## src/design/lphs_pkg.sv

```systemverilog
// ----------------------------------------------------------------------------
// lphs_pkg
// Shared widths, codes, command/status bundles and the key mixing hash
// of the linear-probe hash set.
// ----------------------------------------------------------------------------
package lphs_pkg;

   localparam int ADDR_BITS = 12;
   localparam int KEY_BITS  = 32;
   localparam int DEPTH     = 1 << ADDR_BITS;
   localparam int TB_BITS   = 4;

   localparam logic [TB_BITS-1:0] TB_RESET = TB_BITS'(12);

   localparam int MIX_SHIFT_A = 20;
   localparam int MIX_SHIFT_B = 12;
   localparam int MIX_SHIFT_C = 7;
   localparam int MIX_SHIFT_D = 4;

   typedef enum logic [1:0] {
      STAT_OK   = 2'd0,
      STAT_MISS = 2'd1,
      STAT_FULL = 2'd2,
      STAT_ZERO = 2'd3
   } status_type;

   // controller -> datapath
   typedef struct packed {
      logic load;     // item taken: latch it, read home slot
      logic advance;  // step to next slot and read it
      logic finish;   // latch result, commit insert
      logic clear;    // write one zero of the clearing pass
   } ctrl_cmd_type;

   // datapath -> controller
   typedef struct packed {
      logic done;      // probe sequence has an answer
      logic clr_last;  // clearing pass at last entry
   } dp_stat_type;

   function automatic logic [KEY_BITS-1:0] mix_key(input logic [KEY_BITS-1:0] k);
      logic [KEY_BITS-1:0] t;
      t = k ^ (k >> MIX_SHIFT_A) ^ (k >> MIX_SHIFT_B);
      return t ^ (t >> MIX_SHIFT_C) ^ (t >> MIX_SHIFT_D);
   endfunction

   // slot mask for a table size, clamped to 1 .. ADDR_BITS
   function automatic logic [ADDR_BITS-1:0] live_mask(input logic [TB_BITS-1:0] tb);
      int lb;
      logic [ADDR_BITS-1:0] m;
      lb = int'(tb);
      if (lb < 1) begin
         lb = 1;
      end
      if (lb > ADDR_BITS) begin
         lb = ADDR_BITS;
      end
      for (int i = 0; i < ADDR_BITS; i++) begin
         m[i] = (i < lb);
      end
      return m;
   endfunction

endpackage

```

## src/design/lphs_ctrl.sv

```systemverilog
// ----------------------------------------------------------------------------
// lphs_ctrl
// Sequencer: clearing pass, item intake, probe loop and response handoff.
// ----------------------------------------------------------------------------
module lphs_ctrl (
   input  logic                  clock,
   input  logic                  reset,
   input  logic                  req_valid,
   output logic                  req_ready,
   output logic                  rsp_valid,
   input  logic                  rsp_ready,
   input  lphs_pkg::dp_stat_type st,
   output lphs_pkg::ctrl_cmd_type cmd
);
   import lphs_pkg::*;

   typedef enum logic [2:0] {
      ST_CLEAR = 3'b001,
      ST_IDLE  = 3'b010,
      ST_PROBE = 3'b100
   } state_type;

   state_type state_ff, state_in;
   logic      rsp_valid_ff, rsp_valid_in;
   logic      out_free;

   assign out_free  = !rsp_valid_ff || rsp_ready;
   assign req_ready = (state_ff == ST_IDLE);

   always_comb begin
      state_in = state_ff;
      cmd      = '0;
      case (state_ff)
         ST_CLEAR: begin
            cmd.clear = 1'b1;
            if (st.clr_last) begin
               state_in = ST_IDLE;
            end
         end
         ST_IDLE: begin
            if (req_valid) begin
               cmd.load = 1'b1;
               state_in = ST_PROBE;
            end
         end
         ST_PROBE: begin
            if (st.done) begin
               if (out_free) begin
                  cmd.finish = 1'b1;
                  state_in   = ST_IDLE;
               end
            end else begin
               cmd.advance = 1'b1;
            end
         end
         default: begin
            state_in = ST_IDLE;
         end
      endcase
   end

   always_comb begin
      if (cmd.finish) begin
         rsp_valid_in = 1'b1;
      end else if (rsp_ready) begin
         rsp_valid_in = 1'b0;
      end else begin
         rsp_valid_in = rsp_valid_ff;
      end
   end

   always_ff @(posedge clock) begin
      if (reset) begin
         state_ff     <= ST_CLEAR;
         rsp_valid_ff <= 1'b0;
      end else begin
         state_ff     <= state_in;
         rsp_valid_ff <= rsp_valid_in;
      end
   end

   assign rsp_valid = rsp_valid_ff;

`ifndef ASSERT_OFF
   a_load_enters_probe: assert property (@(posedge clock) disable iff (reset)
      cmd.load |=> state_ff == ST_PROBE)
      else $error("accepted item did not start probing");

   a_finish_shows_rsp: assert property (@(posedge clock) disable iff (reset)
      cmd.finish |=> rsp_valid_ff)
      else $error("finished item not presented");

   a_probe_continues: assert property (@(posedge clock) disable iff (reset)
      (state_ff == ST_PROBE) && !st.done |=> state_ff == ST_PROBE)
      else $error("probe loop left without an answer");

   a_no_load_in_clear: assert property (@(posedge clock) disable iff (reset)
      (state_ff == ST_CLEAR) |-> !cmd.load && !cmd.finish)
      else $error("item activity during clearing pass");
`endif

endmodule

```

## config.mk

```make
export PLATFORM = sky130hd
export DESIGN_NAME = lphs_ctrl
export DESIGN_NICKNAME = d
export VERILOG_FILES = /design/src/design/lphs_pkg.sv /design/src/design/lphs_ctrl.sv
export SDC_FILE = /design/constraint.sdc
export NUM_CORES = 1
export LEC_CHECK = 0
export ABC_AREA = 1
export BUFFER_PORTS_ARGS = -buffer_cell sky130_fd_sc_hd__buf_2
export CELL_PAD_IN_SITES_DETAIL_PLACEMENT = 1
export CELL_PAD_IN_SITES_GLOBAL_PLACEMENT = 1
export CORE_AREA = 4 4 41 43
export CTS_BUF_LIST = sky130_fd_sc_hd__clkbuf_4
export DETAILED_ROUTE_END_ITERATION = 10
export DIE_AREA = 0 0 45 47
export GPL_TIMING_DRIVEN = 0
export PLACE_DENSITY = 0.52
export RECOVER_POWER = 25
export SYNTH_ARGS = -nofsm -noshare
export SYNTH_HDL_FRONTEND = slang
export SYNTH_SLANG_ARGS = --single-unit
```

## constraint.sdc

```tcl
create_clock -name clock -period 1.1 [get_ports clock]
set_clock_uncertainty 0.05 [all_clocks]
set_input_delay 0.055 -clock clock [delete_from_list [all_inputs] [get_ports clock]]
set_output_delay 0.055 -clock clock [all_outputs]
set_load 0.005 [all_outputs]
```

[After elaboration in Yosys (flattened, before gate mapping)]
Cells that the tools add are included.
Storage, ports and cells
  register bits after elaboration: 4
  bits of input ports: 6
  output and inout bits: 6
  word-level logic and storage cells: 27
Operators by class
  eq/ne operators: 7
  multiplexer cells: 14
  reduce and logical (&&, ||, !) cells: 4
Operator list (count)
  $mux 3: 4
  $pmux 3 s3: 1
  $mux 1: 8
  $ne 2x2->1 const B: 4
  $reduce_and 4->1: 1
  $eq 3x1->1 const B: 1
  $eq 3x2->1 const B: 1
  $eq 3x3->1 const B: 1
  $mux 2: 1
  $reduce_bool 2->1: 1
  $logic_not 1->1: 1
  $logic_or 1x1->1: 1

[Depth between registers and ports, before layout]
Gate-level depths: netlist of the first run.
  depth after elaboration: 6
  mapped depth: 7
  depth with buffers taken out: 7

[Worst setup path before layout of the first run]
Ideal clock, no wire load.
  path type: reg2reg
  start: register rsp_valid_ff (netlist: rsp_valid)
  end: register state_ff[1]
  data arrival time: 757 ps
  data required time: 935 ps
  setup slack: 178 ps
  cell stages (with the launch flop): 6
  path buffers: 0
  cell sequence: dfxtp_1 -> nand2_1 -> nand2_1 -> nand2_1 -> a31oi_1 -> nor2_1
On the way
  cells in the longest elaborated chain, start to end: 4
Ends and longest elaborated chain
  from (decl): line lphs_ctrl.sv:24  | logic rsp_valid_ff, rsp_valid_in;
  from (signal assigned): line lphs_ctrl.sv:78  | rsp_valid_ff <= rsp_valid_in;
  $logic_not 1->1: line lphs_ctrl.sv:27  | assign out_free = !rsp_valid_ff || rsp_ready;
  $logic_or 1x1->1: line lphs_ctrl.sv:27
  $ne 2x2->1 (no line)
  $reduce_and 4->1 (no line)
  to (signal assigned): line lphs_ctrl.sv:77  | state_ff <= state_in;
  to (decl): line lphs_ctrl.sv:23  | state_type state_ff, state_in;
No other way between the ends.
A chain may end at the register's enable or synchronous reset.

==> implementation parameters, run 1 <==
Parameter                              Value

Cells and area
  Fraction of layout instances using a drive strength above 1    0.604
  Fin nets    56
  # diodes    0
  Area used by sequential logic in the layout    83.8 µm²
  Area added between synthesis and finish    62.4%
  Non-filler instance count after layout    63
  Area taken by multi-input logic gates    111 µm²
  Fillcell total    183
  Summed area of non-filler cells in the final layout    352 µm²
  Final standard cell utilization of the core    0.270

Logic synthesis
  Total nets after synthesis    39
  Leading area contributor after synthesis    dfxtp_1
  Mapped Cells    33
  Distinct cells, synth    13
  Average cell area after synthesis    6.56 µm²
  Register bit total from synthesis    4
  Yosys warns    0
  Synth async-reset ratio    0
  Main flop type after synthesis    dfxtp_1
  Count of flip-flops with a built-in enable after synthesis    0
  Ranking of synthesized cells by area    dfxtp_1, nand2_1, inv_1, nor2_1, nor2_2
  Cell Area, Synth    216 µm²
  Most repeated cell in the gate-level netlist after synthesis    nand2_1
  Share of the yosys chip area belonging to registers    0.370
  Synth top area share    0.370
  Top cells by count, synth    nand2_1, inv_1, nor2_1, dfxtp_1

Floorplanning
  Starting Density    0.166
  Die Width    45 µm
  Number of top-level pins    12
  Floorplan core area    1300 µm²
  Die span in y    47 µm
  Total die area    2120 µm²
  Number of cell rows    13

Worst hold path
  Hold path endpoint    state_ff[2]
  Min-delay worst type    input port to flip-flop
  Worst hold path startpoint    req_valid
  Number of cells traversed by the worst hold path    3

Timing
  Setup ws final    -0.0321 ns
  Number of setup violations in the final report    1
  Final critical-path share of the clock period    1.03
  Summed negative setup slack over all endpoints    -0.0321 ns
  Final Critical Period    1.13 ns
  Upper clock frequency limit    883 MHz
  Worst-margin pin slew    0.126 ns
  RSZ-0062 raised after global routing    true
  Worst hold slack    0.0626 ns
  Max-slew violations    0
  Final hold viol count    0
  Relative slew margins    0.916

Pwr
  Worst supply voltage drop on vdd    419 µV
  Leakage dissipation    0.186 nW
  Power density normalized to cell area    1160 nW/µm²

Worst setup path
  Reg2reg setup slack    0.06 ns
  Crit end category    primary output
  Reg-to-reg startpoint    rsp_valid
  Crit Path Max Fanout    3
  Depth of the most critical reg-to-reg path    6
  Startpoint type of the worst setup path    flip-flop
  Crit path arrival time    1.03 ns
  Kind of critical path    flip-flop to primary output
  Data required time at the worst endpoint    1.00 ns
  Endpoint of the most critical register-to-register path    rsp_valid

Global routing
  Number of antenna violations at the first check in global routing    0
  Remaining global-route overflow    0
  Combined global-route utilization of all metal layers    0.0663
  Via count of the first global-routing pass    234
  First-pass GRT wire length    917 µm
  Largest net degree at the start of global routing    5

CTS
  Largest buffer count on any clock path    2
  CTS tree    yes
  Clock Latency Late Sink    0.23 ns
  Cts bufs inserted    3
  Root Driver    clkbuf_4
  Sinks on Clock Net    4
  Maximum level of the CTS H-tree    1
  CTS clk-pin slew, worst paths    0.03 ns

Route
  Drt drc    0
  DRT iter0 DRCs    3
  Average wire per standard cell    8.63 µm
  Via count    240
  Detailed-route wire length    544 µm
  First drt pass iteration count    2
  Number of nets with antenna violations after detailed routing    0
  Via density per instance    3.81

Placement
  Number of cells in the design after placement    59
  Final GP Congestion    0.579
  Placement-stage cell area    290 µm²
  Input/output buffers    11
  Post-detail-place hpwl    464 µm

Flow run
  Max-cap viol count    0

Run status
  Failing checks    negative setup slack
  Result of the run    finished with violations
-- layer usage --
| layer | GRT usage | up-vias | wire [µm] |
|---|---|---|---|
| li1 | - | 126 | - |
| met1 | 0.0748 | 106 | 224 |
| met2 | 0.0847 | 6 | 275 |
| met3 | 0.0115 | 2 | 33 |
| met4 | 0.105 | 0 | 10 |
| met5 | 0 | - | 0 |
-- repair_timing --
item | in CTS | in global routing
hold endpoints to repair | 3 | 0
gates resized for setup | 6 | 6
pin swaps | 2 | 2
buffers inserted | 1 | 0
cloned | 0 | 0
hold buffers | 1 | 0
endpoints found under the setup margin | 3 | 6
-- cells by family (layout without fill, tap and decap cells) --
group                  count (synthesis)  in the layout  share of synthesized area
flip-flops                             4              4                      0.370
AND/OR/NAND/NOR                       17             17                      0.364
AO/OA/AOI/OAI                          3              3                     0.0925
buffers and inverters                  9             24                      0.173
-- sequential cells by signal, summed over array words and instances (netlist names) --
| register | count |
|---|---|
| rsp_valid | 1 |
| state_ff | 3 |
-- how the worst max path moves through the flow --
stage,cells after the start,slack (ns),to,start
after floorplan,5,0.18,state_ff[1],rsp_valid
after global placement,7,0.09,cmd[1],state_ff[1]
after detailed placement,6,0.08,cmd[1],state_ff[2]
after CTS,6,-0.08,cmd[1],state_ff[1]
after global routing,7,-0.11,cmd[3],state_ff[1]
final,7,-0.03,cmd[3],state_ff[1]
-- layout make-up --
type,instances,share of cell area
clock buffer,3,0.0641
timing repair buffer,13,0.242
multi-input combinational,20,0.317
inverter,8,0.0854
tap,15,0.0534
sequential,4,0.238
-- cell usage in the layout (no fill, tap or decap), drive strengths merged --
cell type | Yosys | layout
nor2 | 8 | 8
a21oi | 2 | 2
buf | 1 | 12
nand3 | 1 | 1
dlygate4sd3 | 0 | 1
a31oi | 1 | 1
nor3 | 1 | 1
dfxtp | 4 | 4
inv | 8 | 8
nand2 | 7 | 7
clkbuf | 0 | 3
-- power by group --
group	internal (mW)	leakage, nW	switching (mW)
clock	0.122	0.0138	0.0564
sequential	0.156	0.0335	0.00666
combinational	0.0305	0.139	0.0349
total	0.308	0.186	0.0980
-- stage by stage --
stage	power, mW	setup slack (ns)
floorplan	0.194	0.178
global placement	0.219	0.0884
detailed placement	0.219	0.0838
CTS	0.415	-0.0759
global route	0.442	-0.113
finish	0.406	-0.0321
-- worst max-delay path: stages, from the launching register on --
cell	delay (ns)
dfxtp_2	0.32
inv_2	0.04
nor2_1	0.08
nand2_1	0.10
inv_2	0.07
nand2_2	0.05
inv_2	0.05
buf_6	0.08
Note: power is estimated with default switching activity, not from simulation.
==> run 2, diff against run 1 <==
- ABC_AREA: 1 -> default
- PLACE_DENSITY: 0.52 -> default
- PLACE_DENSITY_LB_ADDON: default -> 0.15
==> run 2 against run 1 <==
Net effect: the run still ends with negative setup slack left; worst setup slack worse by 0.15 ns; total power up 0.72%; global-route usage down 0.23 points; utilization up 0.19 points; wire length down 0.55%; via count down 13%; maximum frequency down 11%; sequential share of layout area up 1.2 points; synthesized cell count down 36%; first-iteration DRC count down 100%; clock power up 3%; sequential cell count unchanged; largest cell class unchanged.
==> implementation parameters, run 2 <==
Parameter                              Value

Placement
  Post-detail-place hpwl    415 µm (-11%)
  Input/output buffers    11 (unchanged)
  Final GP Congestion    0.664 (+15%)
  Worst slack, placed    -0.122 ns (-0.206 ns)
  Placement-stage cell area    259 µm² (-11%)

Timing
  Number of setup violations in the final report    6 (+5)
  Setup ws final    -0.178 ns (-0.146 ns)
  Max-slew violations    0 (unchanged)
  Final Critical Period    1.28 ns (+0.146 ns)
  Summed negative setup slack over all endpoints    -0.620 ns (-0.588 ns)
  Worst-margin pin slew    0.167 ns (+0.0409 ns)
  Final critical-path share of the clock period    1.16 (+0.133)
  Worst hold slack    0.0419 ns (-0.0207 ns)
  RSZ-0062 raised after global routing    true
  Relative slew margins    0.888 (-0.0271)
  Final hold viol count    0 (unchanged)
  Upper clock frequency limit    782 MHz (-11%)

Logic synthesis
  Ranking of synthesized cells by area    dfxtp_1, nor3b_1, a21o_1, a21oi_1, and3b_1
  Register bit total from synthesis    4 (unchanged)
  Total nets after synthesis    27 (-31%)
  Synth async-reset ratio    0 (unchanged)
  Mapped Cells    21 (-36%)
  Average cell area after synthesis    8.76 µm² (+34%)
  Top cells by count, synth    dfxtp_1, nor3b_1
  Main flop type after synthesis    dfxtp_1
  Leading area contributor after synthesis    dfxtp_1
  Count of flip-flops with a built-in enable after synthesis    0 (unchanged)
  Yosys warns    0 (unchanged)
  Cell Area, Synth    184 µm² (-15%)
  Most repeated cell in the gate-level netlist after synthesis    dfxtp_1
  Synth top area share    0.435 (+0.0654)
  Share of the yosys chip area belonging to registers    0.435 (+0.0654)
  Distinct cells, synth    12 (-1)

Global routing
  Largest net degree at the start of global routing    5 (unchanged)
  First-pass GRT wire length    834 µm (-9.1%)
  Remaining global-route overflow    0 (unchanged)
  Via count of the first global-routing pass    205 (-12%)
  Number of antenna violations at the first check in global routing    0 (unchanged)
  Combined global-route utilization of all metal layers    0.0640 (-0.00232)

Route
  Drt drc    0 (unchanged)
  Average wire per standard cell    10.4 µm (+20%)
  Via density per instance    4.02 (+5.5%)
  Via count    209 (-13%)
  First drt pass iteration count    1 (-1)
  Detailed-route wire length    541 µm (-0.55%)
  Number of nets with antenna violations after detailed routing    0 (unchanged)
  DRT iter0 DRCs    0 (-3)

Worst hold path
  Min-delay worst type    input port to flip-flop

Cells and area
  Area taken by multi-input logic gates    125 µm² (+12%)
  Area used by sequential logic in the layout    88.8 µm² (+6.0%)
  Fin nets    45 (-20%)
  Largest register FFs    3 (unchanged)
  Commonest non-fill, non-tap cell in the layout    buf_2
  Most frequent cells in the layout    buf_2, clkbuf_4
  # diodes    0 (unchanged)
  Final standard cell utilization of the core    0.272 (+0.00192)
  Fraction of layout instances using a drive strength above 1    0.676 (+0.0715)
  Summed area of non-filler cells in the final layout    354 µm² (+0.71%)
  Area added between synthesis and finish    92.5%
  Fillcell total    166 (-9.3%)
  Register containing the most flip-flops in the final layout    state_ff

CTS
  Largest buffer count on any clock path    2 (unchanged)
  Maximum level of the CTS H-tree    1 (unchanged)
  Sinks on Clock Net    4 (unchanged)
  CTS clk-pin slew, worst paths    0.04 ns (about the same)
  CTS tree    yes
  Cts bufs inserted    3 (unchanged)
  Clock Latency Late Sink    0.24 ns (about the same)
  Root Driver    clkbuf_4

Worst setup path
  Startpoint type of the worst setup path    flip-flop
  Crit end category    primary output
  Kind of critical path    flip-flop to primary output
  Crit path arrival time    1.17 ns (+0.14 ns)
  Data required time at the worst endpoint    1.00 ns (about the same)
  Crit Path Max Fanout    4 (+1)

Floorplanning
  Number of cell rows    13 (unchanged)
  Starting Density    0.141 (-0.0250)
  Die Width    45 µm (unchanged)
  Total die area    2120 µm² (unchanged)
  Number of top-level pins    12 (unchanged)
  Floorplan core area    1300 µm² (unchanged)
  Die span in y    47 µm (unchanged)

Run status
  Failing checks    negative setup slack
  Result of the run    finished with violations

Flow run
  Max-cap viol count    0 (unchanged)

Pwr
  Power density normalized to cell area    1160 nW/µm² (about the same)
  Leakage dissipation    0.170 nW (-8.7%)
  Worst supply voltage drop on vdd    399 µV (-4.9%)
[run 2: cell count changes after synthesis, sizes merged, moves of 2 or more]
| cell | change |
|---|---|
| nor2 | -7 |
| inv | -6 |
| nand2 | -5 |
| nor3b | +3 |
| a21o | +2 |
[run 2: path summary, 6_finish.rpt]
kind | slack, ns | depth (start not counted) | startpoint | end
worst max-delay path | -0.18 | 3 | state_ff[0] | cmd[2]
worst min-delay path | 0.04 | 3 | st[1] | rsp_valid
worst max register to register | -0.16 | 3 | state_ff[0] | state_ff[1]
worst min register to register | 0.47 | 2 | rsp_valid | rsp_valid
[run 2: repair_timing]
action | 4_1_cts | 5_1_grt
pin swaps | 2 | 2
gates resized for setup | 3 | 12
endpoints found under the hold margin | 1 | 0
hold buffers | 1 | 0
gates cloned | 0 | 0
setup endpoints to repair | 7 | 7
buffers inserted | 0 | 1
[run 2: per-stage QoR]
step	power [mW]	std cells
detailed placement	0.203	47
global route	0.448	52
floorplan	0.179	21
CTS	0.397	51
global placement	0.201	47
finish	0.409	52
[run 2: worst max-delay path: stages (launching register included)]
cell and delay, ns:
dfxtp_2 0.34, or3b_4 0.40, nor2_1 0.08, buf_2 0.11
[run 2: cell families after synthesis]
logic type,count (synthesis),synth area share
compound gates,4,0.136
buf+inv,3,0.0817
flops,4,0.435
simple gates,10,0.347
[run 2: routing by layer]
metal	GRT usage	routed length, µm
met1	0.0523	170
met2	0.0876	266
met3	0.0575	69
met4	0.0702	35
met5	0	0
[run 2: area by class of cell]
| type | instances | share of cell area |
|---|---|---|
| well taps | 15 | 0.0530 |
| clock buffers | 3 | 0.0636 |
| repair buffers | 13 | 0.237 |
| plain buffers | 1 | 0.0212 |
| flip-flops and latches | 4 | 0.251 |
| inverters | 2 | 0.0212 |
| multi-input cells | 14 | 0.353 |
[run 2: power breakdown]
group	leakage, nW	total [mW]	internal, mW	switching, mW
clock network	0.0138	0.184	0.122	0.0615
logic	0.122	0.0597	0.0389	0.0208
registers	0.0341	0.166	0.153	0.0132
total	0.170	0.409	0.314	0.0954
